`src/i2cmbs_pkg.sv`:
```
// Shared types and constants for the I2C master bit sequencer.
`timescale 1ns / 1ps

package i2cmbs_pkg;

	// Item kinds; K_TICK doubles as the idle command code.
	typedef enum logic [2:0] {
		K_TICK  = 3'd0,
		K_START = 3'd1,
		K_STOP  = 3'd2,
		K_WRITE = 3'd3,
		K_READ  = 3'd4,
		K_WACK  = 3'd5,
		K_ACK   = 3'd6,
		K_NACK  = 3'd7
	} kind_t;

	localparam int unsigned BITS_PER_BYTE = 8;
	localparam int unsigned BIT_CNT_W     = 4;
	localparam int unsigned PHASE_W       = 4;

	localparam logic [7:0] SS_UNITS_RST    = 8'd4;
	localparam logic [7:0] BIT_UNITS_RST   = 8'd2;
	localparam logic [7:0] ACK_TIMEOUT_RST = 8'd250;

	localparam logic [1:0] CFG_SS_UNITS    = 2'd0;
	localparam logic [1:0] CFG_BIT_UNITS   = 2'd1;
	localparam logic [1:0] CFG_ACK_TIMEOUT = 2'd2;

endpackage

```
`src/i2c_master_bit_sequencer.sv`:
```
// A request is captured in the input register, and its result is then registered in the output
// register together with the new sequencer state.
// Throughput: one request per cycle unless the output stalls; the state update is a single pass
// of logic from the input register into the sequencer state and the output register.
// Reset: arst_n clears all control state at once; the sequencer state releases the bus with SCL
// high, the timing registers take their default values, and the output data register is not reset.
`timescale 1ns / 1ps

module i2c_master_bit_sequencer
	import i2cmbs_pkg::*;
(
	input  logic       clk,
	input  logic       arst_n,

	input  logic       in_valid,
	output logic       in_ready,
	input  logic [2:0] kind,
	input  logic [7:0] write_data,
	input  logic       sda_in,

	output logic       out_valid,
	input  logic       out_ready,
	output logic       scl,
	output logic       sda_drive,
	output logic       sda_level,
	output logic       busy_res,
	output logic       done_res,
	output logic [7:0] read_data,
	output logic       ack_error,
	output logic       rejected,

	input  logic       cfg_valid,
	output logic       cfg_ready,
	input  logic [1:0] cfg_index,
	input  logic [7:0] cfg_data
);

	// Timing registers
	logic [7:0] ss_units_q, bit_units_q, ack_timeout_q;

	// Input register
	logic        valid_s1;
	kind_t       kind_s1;
	logic [7:0]  data_s1;
	logic        sda_s1;

	// Sequencer state
	kind_t                cmd_q;
	logic [PHASE_W-1:0]   phase_q;
	logic [BIT_CNT_W-1:0] bit_cnt_q;
	logic [7:0]           delay_q, shift_q, poll_q, last_read_q;
	logic                 scl_q, sda_oe_q, sda_out_q, err_q;

	// Next-state values
	kind_t                cmd_n;
	logic [PHASE_W-1:0]   phase_n;
	logic [BIT_CNT_W-1:0] bit_cnt_n, bit_inc;
	logic [7:0]           delay_n, shift_n, poll_n, last_read_n, units, delay_inc;
	logic                 scl_n, sda_oe_n, sda_out_n, err_n, done_n, rej_n;

	logic advance;

	assign advance   = valid_s1 && (!out_valid || out_ready);
	assign in_ready  = !valid_s1 || advance;
	assign cfg_ready = 1'b1;

	always_ff @(posedge clk or negedge arst_n) begin
		if (!arst_n) begin
			ss_units_q    <= SS_UNITS_RST;
			bit_units_q   <= BIT_UNITS_RST;
			ack_timeout_q <= ACK_TIMEOUT_RST;
		end else if (cfg_valid) begin
			unique case (cfg_index)
				CFG_SS_UNITS:    ss_units_q    <= cfg_data;
				CFG_BIT_UNITS:   bit_units_q   <= cfg_data;
				CFG_ACK_TIMEOUT: ack_timeout_q <= cfg_data;
				default: ;
			endcase
		end
	end

	always_ff @(posedge clk or negedge arst_n) begin
		if (!arst_n) begin
			valid_s1 <= 1'b0;
		end else if (in_ready) begin
			valid_s1 <= in_valid;
		end
	end

	always_ff @(posedge clk) begin
		if (in_ready && in_valid) begin
			kind_s1 <= kind_t'(kind);
			data_s1 <= write_data;
			sda_s1  <= sda_in;
		end
	end

	always_comb begin
		cmd_n       = cmd_q;
		phase_n     = phase_q;
		bit_cnt_n   = bit_cnt_q;
		delay_n     = delay_q;
		shift_n     = shift_q;
		poll_n      = poll_q;
		last_read_n = last_read_q;
		scl_n       = scl_q;
		sda_oe_n    = sda_oe_q;
		sda_out_n   = sda_out_q;
		err_n       = err_q;
		done_n      = 1'b0;
		rej_n       = 1'b0;

		units = (cmd_q == K_START || cmd_q == K_STOP) ? ss_units_q : bit_units_q;
		if (units == 8'd0) begin
			units = 8'd1;
		end
		delay_inc = delay_q + 8'd1;
		bit_inc   = bit_cnt_q + {{(BIT_CNT_W-1){1'b0}}, 1'b1};

		if (kind_s1 != K_TICK) begin
			if (cmd_q != K_TICK) begin
				rej_n = 1'b1;
			end else begin
				cmd_n     = kind_s1;
				phase_n   = '0;
				delay_n   = '0;
				bit_cnt_n = '0;
				poll_n    = '0;
				err_n     = 1'b0;
				unique case (kind_s1)
					K_TICK: ;
					K_START: begin
						scl_n = 1'b1; sda_oe_n = 1'b1; sda_out_n = 1'b1;
					end
					K_STOP: begin
						scl_n = 1'b0; sda_oe_n = 1'b1; sda_out_n = 1'b0;
					end
					K_WRITE: begin
						scl_n     = 1'b0;
						sda_oe_n  = 1'b1;
						sda_out_n = data_s1[7];
						shift_n   = {data_s1[6:0], 1'b0};
					end
					K_READ: begin
						scl_n = 1'b0; sda_oe_n = 1'b0; shift_n = '0;
					end
					K_WACK: begin
						sda_oe_n = 1'b0; sda_out_n = 1'b1;
					end
					K_ACK: begin
						scl_n = 1'b0; sda_oe_n = 1'b1; sda_out_n = 1'b0;
					end
					K_NACK: begin
						scl_n = 1'b0; sda_oe_n = 1'b1; sda_out_n = 1'b1;
					end
				endcase
			end
		end else if (cmd_q != K_TICK) begin
			if (cmd_q == K_WACK && phase_q == PHASE_W'(2)) begin
				// Polling for the acknowledge, one sample per tick.
				if (!sda_s1) begin
					scl_n   = 1'b0;
					cmd_n   = K_TICK;
					phase_n = '0;
					delay_n = '0;
					done_n  = 1'b1;
				end else if (poll_q >= ack_timeout_q) begin
					err_n     = 1'b1;
					cmd_n     = K_STOP;
					phase_n   = '0;
					delay_n   = '0;
					sda_oe_n  = 1'b1;
					scl_n     = 1'b0;
					sda_out_n = 1'b0;
				end else begin
					poll_n = poll_q + 8'd1;
				end
			end else if (delay_inc < units) begin
				delay_n = delay_inc;
			end else begin
				delay_n = '0;
				unique case (cmd_q)
					K_TICK: ;
					K_START, K_STOP: begin
						if (phase_q == PHASE_W'(0)) begin
							if (cmd_q == K_START) sda_out_n = 1'b0;
							else scl_n = 1'b1;
							phase_n = phase_q + PHASE_W'(1);
						end else if (phase_q == PHASE_W'(1)) begin
							if (cmd_q == K_START) scl_n = 1'b0;
							else sda_out_n = 1'b1;
							phase_n = phase_q + PHASE_W'(1);
						end else begin
							cmd_n   = K_TICK;
							phase_n = '0;
							done_n  = 1'b1;
						end
					end
					K_WRITE: begin
						if (phase_q == PHASE_W'(0)) begin
							scl_n   = 1'b1;
							phase_n = PHASE_W'(1);
						end else if (phase_q == PHASE_W'(1)) begin
							scl_n   = 1'b0;
							phase_n = PHASE_W'(2);
						end else begin
							bit_cnt_n = bit_inc;
							if (bit_inc >= BIT_CNT_W'(BITS_PER_BYTE)) begin
								cmd_n   = K_TICK;
								phase_n = '0;
								done_n  = 1'b1;
							end else begin
								sda_out_n = shift_q[7];
								shift_n   = {shift_q[6:0], 1'b0};
								phase_n   = '0;
							end
						end
					end
					K_READ: begin
						if (phase_q == PHASE_W'(0)) begin
							scl_n   = 1'b1;
							shift_n = {shift_q[6:0], sda_s1};
							phase_n = PHASE_W'(1);
						end else begin
							bit_cnt_n = bit_inc;
							if (bit_inc >= BIT_CNT_W'(BITS_PER_BYTE)) begin
								// SCL stays high after the last bit.
								last_read_n = shift_q;
								cmd_n       = K_TICK;
								phase_n     = '0;
								done_n      = 1'b1;
							end else begin
								scl_n   = 1'b0;
								phase_n = '0;
							end
						end
					end
					K_WACK: begin
						if (phase_q == PHASE_W'(0)) scl_n = 1'b1;
						phase_n = phase_q + PHASE_W'(1);
					end
					K_ACK, K_NACK: begin
						if (phase_q == PHASE_W'(0)) begin
							scl_n   = 1'b1;
							phase_n = PHASE_W'(1);
						end else begin
							scl_n   = 1'b0;
							cmd_n   = K_TICK;
							phase_n = '0;
							done_n  = 1'b1;
						end
					end
				endcase
			end
		end
	end

	always_ff @(posedge clk or negedge arst_n) begin
		if (!arst_n) begin
			cmd_q       <= K_TICK;
			phase_q     <= '0;
			bit_cnt_q   <= '0;
			delay_q     <= '0;
			shift_q     <= '0;
			poll_q      <= '0;
			last_read_q <= '0;
			scl_q       <= 1'b1;
			sda_oe_q    <= 1'b0;
			sda_out_q   <= 1'b1;
			err_q       <= 1'b0;
		end else if (advance) begin
			cmd_q       <= cmd_n;
			phase_q     <= phase_n;
			bit_cnt_q   <= bit_cnt_n;
			delay_q     <= delay_n;
			shift_q     <= shift_n;
			poll_q      <= poll_n;
			last_read_q <= last_read_n;
			scl_q       <= scl_n;
			sda_oe_q    <= sda_oe_n;
			sda_out_q   <= sda_out_n;
			err_q       <= err_n;
		end
	end

	// Output register
	logic       valid_s2;
	logic       scl_s2, sda_oe_s2, sda_out_s2, busy_s2, done_s2, err_s2, rej_s2;
	logic [7:0] read_s2;

	always_ff @(posedge clk or negedge arst_n) begin
		if (!arst_n) begin
			valid_s2 <= 1'b0;
		end else if (!valid_s2 || out_ready) begin
			valid_s2 <= valid_s1;
		end
	end

	always_ff @(posedge clk) begin
		if (advance) begin
			scl_s2     <= scl_n;
			sda_oe_s2  <= sda_oe_n;
			sda_out_s2 <= sda_out_n;
			busy_s2    <= (cmd_n != K_TICK);
			done_s2    <= done_n;
			read_s2    <= last_read_n;
			err_s2     <= err_n;
			rej_s2     <= rej_n;
		end
	end

	assign out_valid = valid_s2;
	assign scl       = scl_s2;
	assign sda_drive = sda_oe_s2;
	assign sda_level = sda_out_s2;
	assign busy_res  = busy_s2;
	assign done_res  = done_s2;
	assign read_data = read_s2;
	assign ack_error = err_s2;
	assign rejected  = rej_s2;

`ifndef SYNTH
	// A rejected command leaves the running sequence in place.
	a_rej_busy: assert property (@(posedge clk) disable iff (!arst_n)
		(valid_s2 && rej_s2) |-> busy_s2)
		else $error("rejected request reported while idle");

	// Completion always returns the sequencer to idle.
	a_done_idle: assert property (@(posedge clk) disable iff (!arst_n)
		(valid_s2 && done_s2) |-> !busy_s2)
		else $error("done reported with sequence still busy");

	// During a read the master never drives SDA.
	a_read_released: assert property (@(posedge clk) disable iff (!arst_n)
		(cmd_q == K_READ) |-> !sda_oe_q)
		else $error("SDA driven during read");
`endif

endmodule
```
`config.mk`:
```
export PLATFORM = sky130hd
export DESIGN_NAME = i2c_master_bit_sequencer
export DESIGN_NICKNAME = d
export VERILOG_FILES = /design/src/i2cmbs_pkg.sv /design/src/i2c_master_bit_sequencer.sv
export SDC_FILE = /design/constraint.sdc
export NUM_CORES = 1
export LEC_CHECK = 0
export BUFFER_PORTS_ARGS = -buffer_cell sky130_fd_sc_hd__buf_2
export CORE_MARGIN = 4
export CORE_UTILIZATION = 60
export DETAILED_ROUTE_END_ITERATION = 10
export GPL_TIMING_DRIVEN = 0
export PLACE_DENSITY = 0.8
export SYNTH_ARGS = -nofsm -noshare
export SYNTH_HDL_FRONTEND = slang
export SYNTH_SLANG_ARGS = --single-unit
```
`constraint.sdc`:
```
create_clock -name clk -period 8.36 [get_ports clk]
set_clock_uncertainty 0.05 [all_clocks]
set_input_delay 2.508 -clock clk [delete_from_list [all_inputs] [get_ports clk]]
set_output_delay 2.508 -clock clk [all_outputs]
set_load 0.005 [all_outputs]
```
==> flow_summary.yaml <==
pwr:
  p_leak_nw: 2.63
  power.density_nw_per_um2: 216
  vdd_drop_max_mv: 0.136
sta:
  post-route-min-period_ns: 5.48
  period_share: 0.656
  hold_viol_final: 0
  max_slew_margin: 0.177
  hold_ws_ns: 0.442
  worst_pin_slew_ns: 1.23
  drv_slew: 0
  rsz0062_at_grt: "false"
  fin_setup_tns_ns: 0
  setup_viol_count_final: 0
  fmax_mhz: 182
detailed_routing:
  wl_per_cell_um: 17.6
  drtPass1Iterations: 5
  vias_per_cell: 6.17
  drtAntennaViolNets: 0
  drt_iter0_markers: 283
  drc_errors: 0
  via_count: 4061
  wl_mm: 11.5
floorplanning:
  core_area_um2: 8760
  dieArea_um2: 10700
  die_x_um: 103
  dieHeight_um: 103
  initial_core_util: 0.622
  pin_count: 45
  rows: 34
cells_and_area:
  nets: 597
  area_delta_synth_final_pct: 10.0
  antenna_cells: 0
  layout-drive-gt1-share: 0.240
yosys:
  synth_cell_type_count: 74
  synthFlopType: "dfrtp_1"
  synthSimpleGateAreaFrac: 0.131
  yosys.area_share.adder: 0.0574
  syn-num-nets: 542
  synth_seq_cells: 100
  synthXorXnorAreaFrac: 0.0255
  synth_top_family_by_area: "compound AO/OA/AOI/OAI gates"
  yosys.area.top_type: "dfrtp_1"
  synth_edf_count: 27
  synthCells: 490
  syn_avg_cell_area_um2: 11.1
  synthArstFlopShare: 0.730
  synth_top_area_frac: 0.289
  synth_area_um2: 5450
  seq_area_frac_synth: 0.486
  synth_compound_area_frac: 0.153
  synthMuxAreaShare: 0.117
  synthTopCellsByArea: "dfrtp_1, edfxtp_1, mux2_2"
  yosys_warnings: 0
cts:
  clkTransAtPathRegs_ns: 0.09
  postCtsSetupBuffers: 0
  htree_levels: 3
  root_buffer: "clkbuf_8"
  cts_tree: "yes"
  cts_num_sinks: 100
  clock_latency_ns: 0.37
  cts_buffer_depth: 2
  cts_resized: 0
  cts_buffers: 9
  ctsHoldBuffers: 0
worst_setup_path:
  cp_common_cell: "buf_2"
  end_kind: "output port"
  worst_path_largest_cell_delay_ns: 0.17
  start_kind: "input pin"
  cp_slowest_cell: "nand3b_1"
  cp.required_ns: 5.80
  critical_path.top_delay_family: "buffers and inverters"
  crit_arrival_ns: 2.92
  path_cells: "buf_2 > nand3b_1 > buf_2"
  cp_max_fo: 3
  crit_buf_inv: 2
  crit_type: "input pin to output port"
global_routing:
  grt_antenna_before_repair: 0
  grt_use_total: 0.237
  grt_pass1_wl_mm: 19.8
  grt_max_degree: 74
  grt_pass1_vias: 4134
  gr-total-overflow: 0
placement:
  dpl.hpwl_mm: 8.40
  gp_congestion: 0.956
  portBuffers: 43
run_status:
  status: "finished, final reports clean"
worst_hold_path:
  min_path_type: "flip-flop to flip-flop"
job:
  cap_violations: 0
==> where the power goes <==
group          internal (W)  total [W]  switching, W
logic              0.000153   0.000385      0.000232
clock network      0.000110   0.000279      0.000170
registers          0.000581   0.000633     0.0000521
total              0.000843    0.00130      0.000454
==> layout make-up <==
cell class	instances	area [um^2]
clock buffer	11	131
timing repair buffer	44	245
sequential	100	2650
buffer	10	53.8
clock inverter	5	36.3
multi-input combinational	351	2640
fill	634	2760
inverter	29	110
tap	108	135
==> metrics by stage <==
step / setup WS (ns) / cell area, um^2 / util / power, W / instances
2_1_floorplan: 3.12 / 5450 / - / 0.000907 / 490
3_3_place_gp: 2.88 / 5800 / 0.662 / 0.000999 / 641
3_5_place_dp: 2.88 / 5830 / 0.666 / 0.00102 / 642
4_1_cts: 2.87 / 6000 / 0.685 / 0.00130 / 658
5_1_grt: 2.83 / 6000 / 0.685 / 0.00138 / 658
6_report: 2.88 / 6000 / 0.685 / 0.00130 / 658
==> logic make-up after synthesis <==
group           Yosys count
buf+inv                  39
xor+xnor                 15
mux                      58
flops                   100
compound gates          113
other cells               1
fa+ha+maj                25
simple gates            139
==> cells in the final DEF (no fill, tap or decap), types with 4 or more instances in the layout <==
cell	n
buf_2	43
clkbuf_8	9
inv_1	27
mux2_2	42
xor2_1	5
xnor2_1	9
a21oi_1	22
nand3b_1	4
nand2_1	32
nand3_1	14
ha_1	25
buf_4	5
and3_1	4
a211oi_1	11
and2_1	4
dfstp_2	10
o21ai_0	27
nor2_1	36
nor3_1	14
a31oi_1	6
clkbuf_1	7
a22o_1	7
dfrtp_1	63
edfxtp_1	27
mux2i_1	14
nor2b_1	4
==> metal layers <==
layer | wire length, um | track usage | share of wire | up-vias
met4 | 180 | 0.0737 | 0.016 | 0
met3 | 822 | 0.0496 | 0.071 | 20
li1 | - | - | - | 1925
met5 | 0 | 0 | 0 | -
met2 | 5470 | 0.373 | 0.47 | 172
met1 | 5070 | 0.331 | 0.44 | 1944
==> synthesized netlist by cell type (5+ instances only) <==
cell type	instances
inv_1	27
a22o_1	7
ha_1	25
edfxtp_1	27
clkbuf_1	5
nor3_1	14
mux2i_1	14
dfrtp_1	63
xor2_1	5
a21oi_1	22
mux2_2	42
nor2_1	36
nand2_1	32
nand3_1	14
a211oi_1	11
xnor2_1	9
dfstp_2	10
o21ai_0	27
a31oi_1	6
==> tightest hold or removal path, stage by stage, from the launching register on <==
cell	delay (ns)
dfrtp_1	0.35
nand2_1	0.05
nand2_1	0.06
==> final timing paths <==
path | start | to | slack (ns) | depth (start not counted)
hold / removal | err_q | err_q | 0.44 | 2
setup reg to reg | cmd_q[2] | read_data[2] | 3.90 | 11
min in group asynchronous | arst_n | phase_q[2] | 2.08 | 2
hold reg to reg | err_q | err_q | 0.44 | 2
setup / recovery | out_ready | in_ready | 2.88 | 3
max in group asynchronous | arst_n | ack_timeout_q[1] | 5.84 | 2
No activity file was read; power rests on OpenSTA's default activity.
